**config.mk**
```make
export PLATFORM = sky130hd
export DESIGN_NAME = bad_front
export DESIGN_NICKNAME = d
export VERILOG_FILES = /design/src/hdl/bad_pkg.sv /design/src/hdl/bad_front.sv
export SDC_FILE = /design/constraint.sdc
export NUM_CORES = 1
export LEC_CHECK = 0
export BUFFER_PORTS_ARGS = -buffer_cell sky130_fd_sc_hd__buf_2
export CORE_UTILIZATION = 35
export DETAILED_ROUTE_END_ITERATION = 12
export HOLD_SLACK_MARGIN = 0.06
export RECOVER_POWER = 25
export SLEW_MARGIN = 0
export SYNTH_ARGS = -nofsm -noshare
export SYNTH_HDL_FRONTEND = slang
export SYNTH_SLANG_ARGS = --single-unit
export TNS_END_PERCENT = 5
```
**constraint.sdc**
```tcl
create_clock -name clk_i -period 11.8 [get_ports clk_i]
set_input_delay 1.18 -clock clk_i [delete_from_list [all_inputs] [get_ports clk_i]]
set_output_delay 1.18 -clock clk_i [all_outputs]
set_load 0.02 [all_outputs]
```
**src/hdl/bad_pkg.sv**
```systemverilog
// ----------------------------------------------------------------------------
// bad_pkg
// Shared types and constants of the block average downscaler.
// ----------------------------------------------------------------------------
package bad_pkg;
  localparam int MaxDstWidth = 1024;
  localparam int MaxSrcDim   = 4096;
  localparam int SumWidth    = 18;
  localparam int CfgIdxW     = 3;
  localparam int CfgDataW    = 13;

  localparam logic [CfgIdxW-1:0] RegSrcWidth  = 3'd0;
  localparam logic [CfgIdxW-1:0] RegSrcHeight = 3'd1;
  localparam logic [CfgIdxW-1:0] RegDstWidth  = 3'd2;
  localparam logic [CfgIdxW-1:0] RegDstHeight = 3'd3;
  localparam logic [CfgIdxW-1:0] RegRowScale  = 3'd4;
  localparam logic [CfgIdxW-1:0] RegColScale  = 3'd5;

  // Front to back command: one accumulate step, maybe closing a block
  typedef struct packed {
    logic [11:0] col;      // accumulator index (out column)
    logic        first;    // first row of band: overwrite
    logic        emit;     // last pixel of block
    logic        fend;     // last output pixel of the frame
    logic [12:0] rows;     // band height
    logic [12:0] cols;     // block width
    logic [7:0]  c0;
    logic [7:0]  c1;
    logic [7:0]  c2;
  } cmd_t;
endpackage

```
**src/hdl/bad_front.sv**
```systemverilog
// ----------------------------------------------------------------------------
// bad_front
// Tracks raster position and band/block bounds; classifies each pixel.
// ----------------------------------------------------------------------------
module bad_front (
  input  logic                    clk_i,
  input  logic                    rst_ni,
  input  logic                    cfg_we_i,
  input  logic [12:0]             sw_i,
  input  logic [12:0]             sh_i,
  input  logic [12:0]             dw_i,
  input  logic [12:0]             dh_i,
  input  logic [12:0]             rs_i,
  input  logic [12:0]             cs_i,
  input  logic                    in_valid,
  output logic                    in_stall,
  input  logic [7:0]              c0_i,
  input  logic [7:0]              c1_i,
  input  logic [7:0]              c2_i,
  output logic                    cmd_valid_o,
  output bad_pkg::cmd_t           cmd_o,
  input  logic                    q_full_i
);
  logic [12:0] row_q, row_d, col_q, col_d, orow_q, orow_d, ocol_q, ocol_d;
  logic [12:0] btop_q, btop_d, bbot_q, bbot_d, bleft_q, bleft_d, bright_q, bright_d;
  // Running (k+1)*scale values, one add per span instead of a multiply
  logic [25:0] racc_q, racc_d, cacc_q, cacc_d;
  logic        acc_en, hit, at_right, at_bottom;

  function automatic logic [12:0] span_end(input logic [25:0] prod, input logic [12:0] start,
                                           input logic [12:0] dim);
    logic [25:0] e;
    logic [17:0] em;
    e  = (prod + 26'd128) >> 8;
    em = (e[17:0] == '0) ? 18'd0 : e[17:0] - 18'd1;
    if (em > {5'd0, dim - 13'd1}) em = {5'd0, dim - 13'd1};
    if (em < {5'd0, start}) em = {5'd0, start};
    return em[12:0];
  endfunction

  // Hold input while the queue is full or the frame restarts on new registers
  assign in_stall = q_full_i || cfg_we_i;
  assign acc_en   = in_valid && !in_stall;
  assign hit      = (orow_q < dh_i) && (ocol_q < dw_i) && (row_q >= btop_q) &&
                    (row_q <= bbot_q) && (col_q >= bleft_q) && (col_q <= bright_q);
  assign at_right  = (col_q == bright_q);
  assign at_bottom = (row_q == bbot_q);

  // Classify current pixel into a back-end command
  always_comb begin
    cmd_valid_o = acc_en && hit;
    cmd_o.col   = ocol_q[11:0];
    cmd_o.first = (row_q == btop_q);
    cmd_o.emit  = at_right && at_bottom;
    cmd_o.fend  = (orow_q == dh_i - 13'd1) && (ocol_q == dw_i - 13'd1);
    cmd_o.rows  = bbot_q - btop_q + 13'd1;
    cmd_o.cols  = bright_q - bleft_q + 13'd1;
    cmd_o.c0    = c0_i;
    cmd_o.c1    = c1_i;
    cmd_o.c2    = c2_i;
  end

  // Advance position, band and block state
  always_comb begin
    row_d = row_q; col_d = col_q; orow_d = orow_q; ocol_d = ocol_q;
    btop_d = btop_q; bbot_d = bbot_q; bleft_d = bleft_q; bright_d = bright_q;
    racc_d = racc_q; cacc_d = cacc_q;
    if (cfg_we_i) begin
      row_d = '0; col_d = '0; orow_d = '0; ocol_d = '0; btop_d = '0; bleft_d = '0;
      racc_d = {13'd0, rs_i}; cacc_d = {13'd0, cs_i};
      bbot_d = span_end({13'd0, rs_i}, 13'd0, sh_i);
      bright_d = span_end({13'd0, cs_i}, 13'd0, sw_i);
    end else if (acc_en) begin
      if (hit && at_right) begin
        ocol_d   = ocol_q + 13'd1;
        bleft_d  = bright_q + 13'd1;
        cacc_d   = cacc_q + {13'd0, cs_i};
        bright_d = span_end(cacc_q + {13'd0, cs_i}, bright_q + 13'd1, sw_i);
      end
      if (col_q + 13'd1 >= sw_i) begin
        col_d = '0; ocol_d = '0; bleft_d = '0;
        cacc_d = {13'd0, cs_i};
        bright_d = span_end({13'd0, cs_i}, 13'd0, sw_i);
        if (row_q + 13'd1 >= sh_i) begin
          row_d = '0; orow_d = '0; btop_d = '0;
          racc_d = {13'd0, rs_i};
          bbot_d = span_end({13'd0, rs_i}, 13'd0, sh_i);
        end else begin
          row_d = row_q + 13'd1;
          if (orow_q < dh_i && at_bottom) begin
            orow_d = orow_q + 13'd1;
            btop_d = bbot_q + 13'd1;
            racc_d = racc_q + {13'd0, rs_i};
            bbot_d = span_end(racc_q + {13'd0, rs_i}, bbot_q + 13'd1, sh_i);
          end
        end
      end else begin
        col_d = col_q + 13'd1;
      end
    end
  end

  always_ff @(posedge clk_i or negedge rst_ni) begin
    if (!rst_ni) begin
      row_q <= '0; col_q <= '0; orow_q <= '0; ocol_q <= '0;
      btop_q <= '0; bleft_q <= '0; bbot_q <= 13'd1; bright_q <= 13'd1;
      racc_q <= 26'd512; cacc_q <= 26'd512;
    end else begin
      row_q <= row_d; col_q <= col_d; orow_q <= orow_d; ocol_q <= ocol_d;
      btop_q <= btop_d; bleft_q <= bleft_d; bbot_q <= bbot_d; bright_q <= bright_d;
      racc_q <= racc_d; cacc_q <= cacc_d;
    end
  end
endmodule

```
==> results.cfg <==
[worst_setup_path]
critical_path.most_common_cell = a21o_1
start_kind = primary input
crit_slowest_cell = a2111oi_2
critPathTopFamily = compound AO/OA/AOI/OAI gates
path_buf_inv = 2
max_stage_delay_ns = 0.64
cp.arrival_ns = 11.15
crit_path_end_kind = register
regToRegSetupSlack_ns = 1.48
required_ns = 12.21
path_max_fanout = 21
crit_type = in2reg

[layout]
stdcell_area_sq_um = 21370
drive_gt1_share_pct = 10.18
syn2layout_area_growth_pct = 8.952
layout.cells.non_filler = 3282
diodes = 0
nets = 2902

[cts]
cts.path.max_buffers = 2
ctsResizeCount = 0
post_cts_buffers = 0
cts_tree = yes
cts_sinks = 156
clk_latency_ns = 0.51
cts_htree_levels = 4
root_buffer = clkbuf_16
clk_pin_slew_ns = 0.07
hold_buffers = 0
cts_buffers = 17

[detailed_routing]
drt_iter0_drc = 1231
num_vias = 18261
drc = 0
drtPass1Iterations = 6
ant_nets = 0
vias_per_cell = 5.564
routed_wl_mm = 59.50
wl_per_cell_um = 18.13

[synth]
ys.flop_type = dfrtp_1
syn-mean-instance-area_sq_um = 7.952
seq_area_frac_synth_pct = 19.93
yosysTopAreaCellShare_pct = 19.40
synthCells = 2466
ys_top_cells_by_count = ha_1, nand2_1, inv_1
synth_edf_count = 0
synth_top_area_cell = dfrtp_1
synth.most_common_cell = ha_1
ys_types = 97
synth_area_sq_um = 19610
async_flop_share_pct = 100.0
synth.area.top_cells = dfrtp_1, ha_1, xnor2_1, nand2_1, o21ai_0
synth_warnings = 0
ys_ff_latch = 156

[min_path]
min_path_type = reg2reg

[global_routing]
grt_start_max_net_pins = 84
grt_pass1_wl_mm = 94.56
grt.total_usage_pct = 21.00
grt_pass1_vias = 17391
overflow = 0
antenna_found_initial = 1

[sta]
rsz0062_at_grt = false
clock_skew_ns = 0.02304
finalCriticalPeriod_ns = 10.73
fmax_ghz = 0.09318
setup_viol = 0
tightest_slew_ns = 5.190
fin_hold_ws_ns = 0.4881
drv_slew = 84
hold_violations = 0
maxSlewHeadroom_pct = -246.0
period_share_pct = 90.95
setup_tns_ns = 0

[pwr]
p_leak_nw = 9.772
ir_drop_mv = 0.1994
powerDensity_nw_per_um2 = 235.6

[place]
io_buffer_count = 125
finalWeightedCongestion = 0.9588
place_area_sq_um = 20780
hpwl_mm = 47.97
dp.cells = 3250

[die]
coreArea_sq_um = 55200
die_h_um = 238.7
die_width_um = 238.7
rows = 86
dieArea_sq_um = 56980
start_util_pct = 35.53
io_pins = 174

[run]
drv_cap = 1

[status]
status = complete, but fails checks
violations = max-capacitance violations, max-slew violations
flip-flops by register name (all words and copies together), names as in the netlist:
signal,cells
orow_q,13
cacc_q,26
ocol_q,13
bleft_q,13
btop_q,13
bbot_q,13
bright_q,13
racc_q,26
row_q,13
col_q,13
metal layers:
metal  up-vias  routed length, um  GRT usage (%)
met1      8701              28320          28.42
met2       505              26920          33.89
met3        69               3005          3.557
met4         2               1235          6.488
li1       8984                  -              -
met5         -                 17              0
worst register-to-register path: cells and delay by family (launching register included):
kind,cells,cell delay [ns]
muxes,1,0.31
buffers and inverters,1,0.23
and+or+nand+nor,13,3.19
xor gates and xnor gates,1,0.18
DFF,1,0.39
adders and majority gates,4,1.17
AOI/OAI and AO/OA,23,4.79
final timing paths:
kind                                                 end                  start  cells past startpoint
worst max-delay path            bright_q[12]$_DFFE_PN0P_                cs_i[0]                     44
worst min-delay path               cacc_q[4]$_DFFE_PN0P_  cacc_q[4]$_DFFE_PN0P_                      2
worst max register to register  bright_q[12]$_DFFE_PN0P_  cacc_q[0]$_DFFE_PN0P_                     43
worst min register to register     cacc_q[4]$_DFFE_PN0P_  cacc_q[4]$_DFFE_PN0P_                      2
max in group asynchronous         cacc_q[23]$_DFFE_PN0P_                 rst_ni                      2
min in group asynchronous          cacc_q[1]$_DFFE_PN0P_                 rst_ni                      1
logic make-up after synthesis:
family | Yosys count | share of synthesized area, %
AND/OR/NAND/NOR | 807 | 20.60
AO/OA/AOI/OAI | 627 | 21.33
buffers and inverters | 311 | 6.923
adder cells (fa/ha/maj) | 274 | 17.64
XOR/XNOR | 239 | 10.81
flip-flops | 156 | 19.93
multiplexers | 51 | 2.750
other | 1 | 0.01912
metrics by stage:
stage                     setup slack, ns  utilization (%)  total power, mW
final                               1.068            38.71            5.034
after global placement             0.6297            37.65            4.401
after CTS                           1.037            38.72            5.044
after floorplan                     1.518                -            3.648
after global routing               0.2342            38.71            5.486
after detailed placement           0.5451            37.65            4.424
layout by cell type, fill, tap and decap left out, types with 93 or more instances in the layout:
cell type	count
xnor2_1	160
nand2_1	204
dfrtp_1	152
buf_2	124
nor2_1	174
o21ai_0	144
ha_1	270
a21oi_1	132
nand3_1	93
inv_1	192
where the power goes:
group | switching (mW) | internal, mW
registers | 0.0803 | 0.604
clock network | 0.280 | 0.304
logic | 2.22 | 1.54
total | 2.58 | 2.45
area by class of cell:
| type | instances | area (sq um) |
|---|---|---|
| Fill cell | 5699 | 33840 |
| Multi-Input combinational cell | 2010 | 14440 |
| Sequential cell | 156 | 3909 |
| Tap cell | 748 | 935.9 |
| Timing Repair Buffer | 144 | 767.0 |
| Inverter | 192 | 720.7 |
| Clock buffer | 18 | 439.2 |
| Clock inverter | 14 | 152.6 |
Power figures use the tool's default switching activity.
