### src/hdl/bad_pkg.sv
// ----------------------------------------------------------------------------
// bad_pkg
// Shared types and constants of the block average downscaler.
// ----------------------------------------------------------------------------
package bad_pkg;
  localparam int MaxDstWidth = 1024;
  localparam int MaxSrcDim   = 4096;
  localparam int SumWidth    = 18;
  localparam int CfgIdxW     = 3;
  localparam int CfgDataW    = 13;

  localparam logic [CfgIdxW-1:0] RegSrcWidth  = 3'd0;
  localparam logic [CfgIdxW-1:0] RegSrcHeight = 3'd1;
  localparam logic [CfgIdxW-1:0] RegDstWidth  = 3'd2;
  localparam logic [CfgIdxW-1:0] RegDstHeight = 3'd3;
  localparam logic [CfgIdxW-1:0] RegRowScale  = 3'd4;
  localparam logic [CfgIdxW-1:0] RegColScale  = 3'd5;

  // Front to back command: one accumulate step, maybe closing a block
  typedef struct packed {
    logic [11:0] col;      // accumulator index (out column)
    logic        first;    // first row of band: overwrite
    logic        emit;     // last pixel of block
    logic        fend;     // last output pixel of the frame
    logic [12:0] rows;     // band height
    logic [12:0] cols;     // block width
    logic [7:0]  c0;
    logic [7:0]  c1;
    logic [7:0]  c2;
  } cmd_t;
endpackage

### src/hdl/bad_fifo.sv
// ----------------------------------------------------------------------------
// bad_fifo
// Short command queue between front and back.
// ----------------------------------------------------------------------------
module bad_fifo #(
  parameter int Depth = 4
) (
  input  logic          clk_i,
  input  logic          rst_ni,
  input  logic          push_i,
  input  bad_pkg::cmd_t data_i,
  output logic          full_o,
  input  logic          pop_i,
  output logic          valid_o,
  output bad_pkg::cmd_t data_o
);
  localparam int AW = $clog2(Depth);
  bad_pkg::cmd_t mem_q [Depth];
  logic [AW-1:0] wp_q, rp_q;
  logic [AW:0]   cnt_q;

  assign full_o  = (cnt_q == (AW+1)'(Depth));
  assign valid_o = (cnt_q != '0);
  assign data_o  = mem_q[rp_q];

  // Advance pointers on each transfer
  always_ff @(posedge clk_i or negedge rst_ni) begin
    if (!rst_ni) begin
      wp_q <= '0; rp_q <= '0; cnt_q <= '0;
    end else begin
      if (push_i) wp_q <= wp_q + 1'b1;
      if (pop_i) rp_q <= rp_q + 1'b1;
      cnt_q <= cnt_q + (AW+1)'(push_i) - (AW+1)'(pop_i);
    end
  end

  always_ff @(posedge clk_i) begin
    if (push_i) mem_q[wp_q] <= data_i;
  end
endmodule

### config.mk
export PLATFORM = sky130hd
export DESIGN_NAME = bad_fifo
export DESIGN_NICKNAME = d
export VERILOG_FILES = /design/src/hdl/bad_pkg.sv /design/src/hdl/bad_fifo.sv
export SDC_FILE = /design/constraint.sdc
export NUM_CORES = 1
export LEC_CHECK = 0
export ABC_AREA = 1
export BUFFER_PORTS_ARGS = -buffer_cell sky130_fd_sc_hd__buf_2
export CORE_AREA = 3 3 141 143
export CTS_BUF_LIST = sky130_fd_sc_hd__clkbuf_8
export CTS_CLUSTER_DIAMETER = 60
export DETAILED_ROUTE_END_ITERATION = 16
export DIE_AREA = 0 0 144 146
export PLACE_DENSITY = 0.84
export SLEW_MARGIN = 20
export SYNTH_ARGS = -nofsm -noshare
export SYNTH_HDL_FRONTEND = slang
export SYNTH_SLANG_ARGS = --single-unit
### constraint.sdc
create_clock -name clk_i -period 5.55 [get_ports clk_i]
set_input_delay 0.8325 -clock clk_i [delete_from_list [all_inputs] [get_ports clk_i]]
set_output_delay 0.8325 -clock clk_i [all_outputs]
set_load 0.02 [all_outputs]
==> reports/summary.txt, run 1 <==
ANT nets after route = 0
Final wirelength = 22200 um
Clock H-tree levels = 2
Max clock buf depth = 3
HP Class = in2async
Root Buffer = clkbuf_8
MaxCap Viol Count = 0
Multi-input logic area = 2050 um2
Most common cell after layout, fill and taps aside = nand2_1
CTS Buf Count = 41
Drt first pass iters = 5
Mapped Cells = 1065
# fillers = 1324
CTS tree = done
Worst-path clk slew = 60 ps
Synth Warn # = 0
Synth Register Bits = 267
Final min period = 3690 ps
Crit Path Max Fanout = 102
PwrDens = 526 nW/um2
Critical Path Source Type = flip-flop
Die Wd = 144 um
Final hold viol count = 0
Hold-fix buffers at CTS = 0
Core ar. = 18700 um2
Post-Route Skew = 6.54 ps
Critical path class = reg2out
Ports = 136
Max-slew violations = 0
CP Capture Type = output pin
Largest net degree at the start of global routing = 103
Routed WL per cell = 15.1 um
Initial antenna violation count = 3
DIE AREA = 21000 um2
Synth cell types = 15
RSZ-0062 raised after global routing = false
Port Buf Inserts = 135
Setup Fix Bufs, Post-CTS = 0
Post-synthesis sequential area ratio = 70.3%
Rows = 50
Max frequency = 0.271 GHz
First-pass GRT wire length = 35400 um
Initial DRC count = 494
Vias post-DR = 7282
Post-Syn Area = 11400 um2
Gr usage total = 21.4%
Drt drc = 0
Layout Cells excl Fill = 1467
Syn Area/Cell = 10.7 um2
Total congestion overflow = 0
Gp weighted congestion = 0.750
Synthesis-to-layout area growth = 12.7%
Vias in the first global route = 7270
Clk_lat worst skew = 520 ps
CTS sink cnt = 267
Leakage = 6.12 nW
Worst Tran Pin Value = 1060 ps
Fin util = 68.4%
Net count after synthesis = 1141
Sequential standard cell area = 7990 um2
Setup TNS = 0 ps
DP Wirelength = 13300 um
Final period util = 66.5%
Layout cells sized above 1 = 15.9%
Peak VDD IR = 0.000328 V
WP data required = 4720 ps
Commonest cells after routing, fill and taps aside = nand2_1, inv_1, edfxtp_1
Vias per cell = 4.96
Arr. time, crit path = 2860 ps
Final setup vio count = 0
Worst rel slew slack = 29.3%
Die height = 146 um
Post-cts resize count = 0
DP Cell Count = 1398
NumNets Final = 1283
Status = complete, no violations
Initial Util = 60.7%
## registers in the layout, summed over array words and instances (netlist names)
name	cells
cnt_q	3
mem_q	260
rp_q	2
wp_q	2
## critical path, cell delays in order, from the launching register on
cell	delay (ps)
dfrtp_4	650
inv_4	800
buf_4	430
nand2_1	100
nand3_1	90
nand2_1	70
buf_2	150
## layout make-up
class                   count  area share [%]
flip-flops and latches    267            62.4
well taps                 234            2.29
clock inverters            24           0.713
clock buffers              44            4.73
diodes                      1          0.0195
multi-input cells         480            16.0
inverters                 274            8.09
repair buffers            143            5.75
## path summary, 6_finish.rpt
| path | start | endpoint | slack (ps) | depth (start not counted) |
|---|---|---|---|---|
| worst max-delay path | rp_q[0] | data_o[29] | 1860 | 6 |
| worst min-delay path | rst_ni | cnt_q[0] | 150 | 1 |
| worst max register to register | wp_q[1] | mem_q[1][61] | 3430 | 5 |
| worst min register to register | wp_q[0] | wp_q[0] | 550 | 1 |
| max in group asynchronous | rst_ni | rp_q[0] | 5200 | 1 |
| min in group clk_i | data_i[21] | mem_q[3][21] | 530 | 1 |
## stage by stage
stage               hold WS (ps)  instance area, um2  setup slack, ps  power [mW]
floorplan                    491               11400             2750        4.66
global placement             519               12100             2470        5.30
detailed placement           536               12100             2420        5.39
CTS                          121               12800             1850        6.80
global route                 134               12800             1660        7.19
finish                       148               12800             1860        6.74
## kinds of logic after synthesis
family | Yosys count | share of synthesized area (%)
flip-flops | 267 | 70.3
AND/OR/NAND/NOR | 469 | 17.0
buffers and inverters | 318 | 11.6
AO/OA/AOI/OAI | 1 | 0.0440
XOR/XNOR | 3 | 0.231
adder cells (fa/ha/maj) | 7 | 0.837
## power by group
part	internal [mW]	switching [mW]
Sequential	2.65	0.129
Combinational	0.721	1.83
Clock	0.721	0.692
## synthesized netlist by cell type (all sizes together)
| cell type | n | area, um2 |
|---|---|---|
| buf | 38 | 270 |
| nor2 | 1 | 3.75 |
| xor2 | 3 | 26.3 |
| edfxtp | 260 | 7810 |
| ha | 6 | 75.1 |
| fa | 1 | 20.0 |
| dfrtp | 7 | 175 |
| nand3 | 132 | 661 |
| o21ai | 1 | 5.00 |
| nand2 | 336 | 1260 |
| clkbuf | 6 | 22.5 |
| inv | 274 | 1030 |
## layer usage
metal  part of all wire (%)  wire (um)  vias up  track usage [%]
met4                    2.7        593        4             8.66
met1                     40       8990     3418             26.4
met2                     50      11200      218             36.2
li1                       -          -     3592                -
met5                   0.12         27        -                0
met3                    6.3       1410       50             5.16
Power figures use the tool's default switching activity.
==> run 2: changes to the inputs <==
CORE_AREA = 3 3 150 152   (was 3 3 141 143)
DIE_AREA = 0 0 153 155   (was 0 0 144 146)
PLACE_DENSITY = 0.78   (was 0.84)
clock period = 3.05 ns   (was 5.55 ns; I/O delays follow)
==> run 2 against run 1 <==
Net effect:
- total power grew 84%
- register-to-register slack lost 2300 ps
- sequential cell count is the same
- die area grew 13%
- clock-buffer cell count grew 1
- design area grew 1.5%
- critical endpoint is now data_o[25]
==> reports/summary.txt, run 2 (synthesis gave the netlist of run 1 again) <==
Worst-path clk slew = 60 ps (about the same)
Net Sw Power = 4.86 mW (was 2.65 mW)
PwrDens = 956 nW/um2 (was 526 nW/um2)
Total congestion overflow = 0 (unchanged)
Switching Share = 39.1% (was 39.3%)
Post-DP Area = 12300 um2 (was 12100 um2)
Setup slack, reg-to-reg = 1150 ps (was 3430 ps)
Rows = 53 (was 50)
CTS sink cnt = 267 (unchanged)
Drt drc = 0 (unchanged)
DIE AREA = 23700 um2 (was 21000 um2)
Peak VDD IR = 0.000576 V (was 0.000328 V)
Critical Path Source Type = flip-flop (unchanged)
RSZ-0062 raised after global routing = false (unchanged)
Hold depth = 1
Final period util = 86.6%
Design area = 13000 um2 (was 12800 um2)
Routed WL per cell = 14.6 um (was 15.1 um)
Max reg flops = 260 (unchanged)
Top flop regs = mem_q: 260 flops, cnt_q: 3 flops (unchanged)
Clock H-tree levels = 2 (unchanged)
Gp weighted congestion = 0.744 (was 0.750)
Max-slew violations = 0 (unchanged)
Core ar. = 21200 um2 (was 18700 um2)
Critical path class = reg2out (unchanged)
Largest net degree at the start of global routing = 133 (was 103)
Root Buffer = clkbuf_8 (unchanged)
Worst rel slew slack = 43.2% (was 29.3%)
Initial DRC count = 408 (was 494)
Arr. time, crit path = 2180 ps (was 2860 ps)
Clock Power Share = 21.0% (about the same)
# fillers = 1703 (was 1324)
Reg2reg start = wp_q[0] (was wp_q[1])
Sequential standard cell area = 7990 um2 (unchanged)
Hold_sp = data_i[25]
Leakage = 6.16 nW (was 6.12 nW)
CP Capture Type = output pin (unchanged)
Die height = 155 um (was 146 um)
Final setup vio count = 0 (unchanged)
WP data required = 2590 ps (was 4720 ps)
CTS Buf Count = 44 (was 41)
Multi-input logic area = 2050 um2 (unchanged)
Sequential cell fraction of total power = 40.0% (was 41.2%)
Vias per cell = 4.80 (was 4.96)
Max clock buf depth = 3 (unchanged)
Setup TNS = 0 ps (unchanged)
Final wirelength = 22100 um (was 22200 um)
Internal power = 7.56 mW (was 4.09 mW)
Comb power frac = 39.0% (was 37.8%)
Layout cells sized above 1 = 16.1% (was 15.9%)
Vias post-DR = 7266 (was 7282)
Top reg by flops = mem_q (unchanged)
Port Buf Inserts = 135 (unchanged)
Reg2reg end = mem_q[2][5] (was mem_q[1][61])
Clk_lat worst skew = 520 ps (about the same)
Commonest cells after routing, fill and taps aside = nand2_1, inv_1, edfxtp_1 (unchanged)
MaxCap Viol Count = 0 (unchanged)
First-pass GRT wire length = 35600 um (was 35400 um)
Vias in the first global route = 7312 (was 7270)
Worst Tran Pin Value = 852 ps (was 1060 ps)
HP Class = in2reg (was in2async)
Gr usage total = 18.6% (was 21.4%)
DP Wirelength = 12600 um (was 13300 um)
Initial Util = 53.7% (was 60.7%)
Status = complete, no violations (unchanged)
Max frequency = 0.378 GHz
Final min period = 2640 ps
NumNets Final = 1289 (was 1283)
ANT nets after route = 0 (unchanged)
Hold endpoint = mem_q[3][25]
CTS tree = done (unchanged)
Final hold viol count = 0 (unchanged)
Post-Route Skew = 11.0 ps (was 6.54 ps)
Crit Path Max Fanout = 40 (was 102)
Initial antenna violation count = 3 (unchanged)
Most common cell after layout, fill and taps aside = nand2_1 (unchanged)
Synthesis-to-layout area growth = 14.4% (was 12.7%)
Ports = 136 (unchanged)
FF-to-FF path depth = 5 (unchanged)
Die Wd = 153 um (was 144 um)
Drt first pass iters = 5 (unchanged)
run 2: final cells by class:
class	count	share of cell area, %
timing repair buffer	146	6.53
inverter	274	7.97
antenna	1	0.0193
clock inverter	27	0.799
multi-input combinational	480	15.8
clock buffer	45	4.77
sequential	267	61.5
tap	275	2.65
run 2: worst max-delay path, cell delays in order, from the launching register on:
cell and delay, ps:
dfrtp_4 500, inv_4 330, buf_4 390, nand2_1 90
nand3_1 80, nand2_1 100, buf_2 170
run 2: worst max-delay path by stage:
stage	cells past startpoint	slack (ps)	endpoint	start
global route	6	240	data_o[25]	rp_q[0]
CTS	6	370	data_o[25]	rp_q[0]
floorplan	3	620	mem_q[1][0]	push_i
finish	6	410	data_o[25]	rp_q[0]
detailed placement	6	950	data_o[25]	rp_q[0]
global placement	6	970	data_o[25]	rp_q[0]
run 2: stage by stage:
stage	hold slack, ps	cells	power, mW	worst slack (ps)	utilization (%)
3_5_place_dp	316	1441	9.94	947	57.9
3_3_place_gp	308	1441	9.83	971	57.9
4_1_cts	108	1514	12.6	366	61.4
2_1_floorplan	162	1065	8.48	622	-
5_1_grt	107	1515	13.2	241	61.4
6_report	147	1515	12.4	408	61.4
run 2: power groups by stage:
stage,logic (mW),registers [mW],clock network [mW]
2_1_floorplan,3.45,5.03,0
3_3_place_gp,4.81,5.02,0
5_1_grt,5.38,5.03,2.85
4_1_cts,4.91,4.97,2.69
3_5_place_dp,4.89,5.05,0
6_report,4.84,4.97,2.61
run 2: timing repair:
| action | 4_1_cts | 5_1_grt |
|---|---|---|
| resized for setup | 0 | 0 |
| endpoints found under the hold margin | 7 | 0 |
| setup endpoints to repair | 0 | 0 |
| hold buffers | 1 | 0 |
| setup buffers | 0 | 0 |
run 2: routing by layer:
layer	GRT usage, %	vias up	share of wire (%)
met5	0	-	0.095
met4	6.58	4	2.5
met3	4.39	48	6.2
met2	31.8	199	49
met1	23.6	3409	42
li1	-	3606	-
==> run 3: changes to the inputs <==
ABC_AREA = unset   (was 1)
ABC_CLOCK_PERIOD_IN_PS = 3050   (was unset)
CORE_AREA = 3 3 141 143   (was 3 3 150 152)
DIE_AREA = 0 0 144 146   (was 0 0 153 155)
==> run 3 against run 2 <==
Net effect:
- clock skew fell by 2.9 ps
- setup slack got worse by 140 ps
- core utilization rose by 0.63 points
- sequential share of layout area rose by 7.4 points
- design area fell by 11%
- die area fell by 11%
- synthesized cell count fell by 65%
- non-clock buffer count fell by 2
- critical path depth fell by 3
- final cell count fell by 46%
- first-iteration DRC count fell by 38%
- combinational power fell by 28%
- critical endpoint is now data_o[21]
==> reports/summary.txt, run 3 <==
Top cells by area, synth = edfxtp_1, mux4_2, dfrtp_1, buf_12, ha_1 (was edfxtp_1, nand2_1, inv_1, nand3_1, dfrtp_1)
Final hold viol count = 0 (unchanged)
Port Buf Inserts = 135 (unchanged)
Root Buffer = clkbuf_8 (unchanged)
Total congestion overflow = 0 (unchanged)
Synth Register Bits = 267 (unchanged)
Net count after synthesis = 450 (was 1141)
ANT nets after route = 0 (unchanged)
Final wirelength = 17400 um (was 22100 um)
Post-Syn Area = 9800 um2 (was 11400 um2)
Critical path class = reg2out (unchanged)
Vias per cell = 5.44 (was 4.80)
Die height = 146 um (was 155 um)
Commonest cells after routing, fill and taps aside = edfxtp_1, buf_2, mux4_2 (was nand2_1, inv_1, edfxtp_1)
DP Wirelength = 10500 um (was 12600 um)
Vias post-DR = 4440 (was 7266)
PwrDens = 988 nW/um2 (was 956 nW/um2)
Synth cell types = 18 (was 15)
CTS tree = done (unchanged)
Setup TNS = 0 ps (unchanged)
NumNets Final = 624 (was 1289)
First-pass GRT wire length = 27500 um (was 35600 um)
MaxCap Viol Count = 0 (unchanged)
Top-count cell post-synth = edfxtp_1 (was nand2_1)
Synth Warn # = 0 (unchanged)
Post-synthesis sequential area ratio = 81.4% (was 70.3%)
Routed WL per cell = 21.3 um (was 14.6 um)
CP Capture Type = output pin (unchanged)
Top flop regs = mem_q: 260 flops, cnt_q: 3 flops (unchanged)
CTS sink cnt = 267 (unchanged)
Drt first pass iters = 4 (was 5)
Gr usage total = 17.1% (was 18.6%)
Hold depth = 1 (unchanged)
Most common cell after layout, fill and taps aside = edfxtp_1 (was nand2_1)
DIE AREA = 21000 um2 (was 23700 um2)
Gp weighted congestion = 0.688 (was 0.744)
Share of synthesized flip-flops with an asynchronous set or reset = 2.62% (unchanged)
Crit Path Max Fanout = 34 (was 40)
Top reg by flops = mem_q (unchanged)
Initial Util = 52.4% (was 53.7%)
Post-synth EDFFs = 260 (unchanged)
Final setup vio count = 0 (unchanged)
DR top layer = met5 (unchanged)
Clk_lat worst skew = 510 ps (was 520 ps)
Max-slew violations = 0 (unchanged)
Post-Route Skew = 8.04 ps (was 11.0 ps)
Final min period = 2780 ps (was 2640 ps)
Max clock buf depth = 3 (unchanged)
RSZ-0062 raised after global routing = false (unchanged)
FF-to-FF path depth = 4 (was 5)
Rows = 50 (was 53)
Initial DRC count = 253 (was 408)
Top cell type's share of synthesized area = 79.6% (was 68.8%)
Status = complete, no violations (unchanged)
Max reg flops = 260 (unchanged)
Die Wd = 144 um (was 153 um)
Worst-path clk slew = 60 ps (about the same)
Max frequency = 0.360 GHz (was 0.378 GHz)
Clock H-tree levels = 2 (unchanged)
Metal-1 WL = 7000 um (was 9230 um)
Largest net degree at the start of global routing = 40 (was 133)
Layout Cells excl Fill = 816 (was 1515)
Drt drc = 0 (unchanged)
Synth Flop Type = edfxtp_1 (unchanged)
DP Cell Count = 736 (was 1441)
Layout cells sized above 1 = 45.5% (was 16.1%)
Leakage = 4.09 nW (was 6.16 nW)
Mapped Cells = 374 (was 1065)
DR WL met3 = 1200 um (was 1370 um)
Initial antenna violation count = 2 (was 3)
Synthesis-to-layout area growth = 18.4% (was 14.4%)
WL met2 = 8720 um (was 10900 um)
Arr. time, crit path = 2320 ps (was 2180 ps)
Post-synth top area cell = edfxtp_1 (unchanged)
Ports = 136 (unchanged)
HP Class = in2reg (unchanged)
Peak VDD IR = 0.000591 V (was 0.000576 V)
CTS Buf Count = 43 (was 44)
Post-cts resize count = 0 (unchanged)
Worst Tran Pin Value = 514 ps (was 852 ps)
Worst rel slew slack = 65.7% (was 43.2%)
WP data required = 2590 ps (about the same)
Final period util = 91.1% (was 86.6%)
Syn Area/Cell = 26.2 um2 (was 10.7 um2)
Critical Path Source Type = flip-flop (unchanged)
Commonest cells post-synth = edfxtp_1, mux4_2, dfrtp_1 (was nand2_1, inv_1, edfxtp_1)
Core ar. = 18700 um2 (was 21200 um2)
Vias in the first global route = 5023 (was 7312)
-- run 3: changes by cell type after synthesis, moves of 4 or more --
cell | previous run | this run
inv_1 | 273 | 6
buf_6 | 12 | 1
nand2_1 | 336 | 2
buf_2 | 24 | 5
and2_1 | 0 | 4
mux4_2 | 0 | 65
buf_12 | 0 | 4
clkbuf_1 | 6 | 2
nand3_1 | 132 | 0
-- run 3: layer usage --
layer / global-route usage (%) / up-vias
met4: 6.26 / 2
met3: 4.44 / 38
met2: 28.0 / 169
li1: - / 1951
met1: 22.1 / 2280
met5: 0 / -
-- run 3: cell families after synthesis --
logic type,Yosys count,share of synthesized area (%)
muxes,65,14.9
AOI/OAI and AO/OA,1,0.0510
adders and majority gates,7,0.970
and+or+nand+nor,8,0.459
buffers and inverters,21,1.72
DFF,267,81.4
xor gates and xnor gates,5,0.447
-- run 3: worst paths after layout --
kind | startpoint | to | slack, ps
max | rp_q[0] | data_o[21] | 270
min | data_i[59] | mem_q[2][59] | 150
max reg2reg | wp_q[0] | mem_q[0][37] | 1260
min reg2reg | wp_q[0] | wp_q[0] | 540
max in group asynchronous | rst_ni | rp_q[0] | 2550
min in group asynchronous | rst_ni | cnt_q[0] | 310
-- run 3: power breakdown --
group	internal (mW)	total (mW)	switching [mW]
combinational	1.50	3.50	2.00
clock	1.58	2.83	1.26
sequential	4.81	5.13	0.322
-- run 3: critical path, cell delays in order, from the launching register on --
cell and delay, ps:
dfrtp_4 670, buf_12 320, mux4_2 570, buf_2 180
-- run 3: through the flow --
| stage | util (%) | hold WS [ps] | instance area (um2) | worst slack [ps] | power (mW) |
|---|---|---|---|---|---|
| after floorplan | - | 162 | 9800 | 472 | 7.70 |
| after global placement | 57.6 | 302 | 10800 | 785 | 8.70 |
| after detailed placement | 57.6 | 309 | 10800 | 770 | 8.80 |
| after CTS | 62.0 | 119 | 11600 | 201 | 11.7 |
| after global routing | 62.0 | 118 | 11600 | 120 | 12.1 |
| final | 62.1 | 152 | 11600 | 271 | 11.5 |
-- run 3: area by class of cell --
type | count | area (um2)
well taps | 234 | 293
clock inverters | 30 | 166
clock buffers | 47 | 647
multi-input cells | 86 | 1660
flip-flops and latches | 267 | 7990
repair buffers | 144 | 821
fillers | 1271 | 7100
inverters | 6 | 22.5
diodes | 2 | 5.00
-- run 3: what timing repair did --
item / in CTS / in global routing
endpoints found under the hold margin: 7 / 0
buffers inserted: 0 / 0
hold buffers: 1 / 0
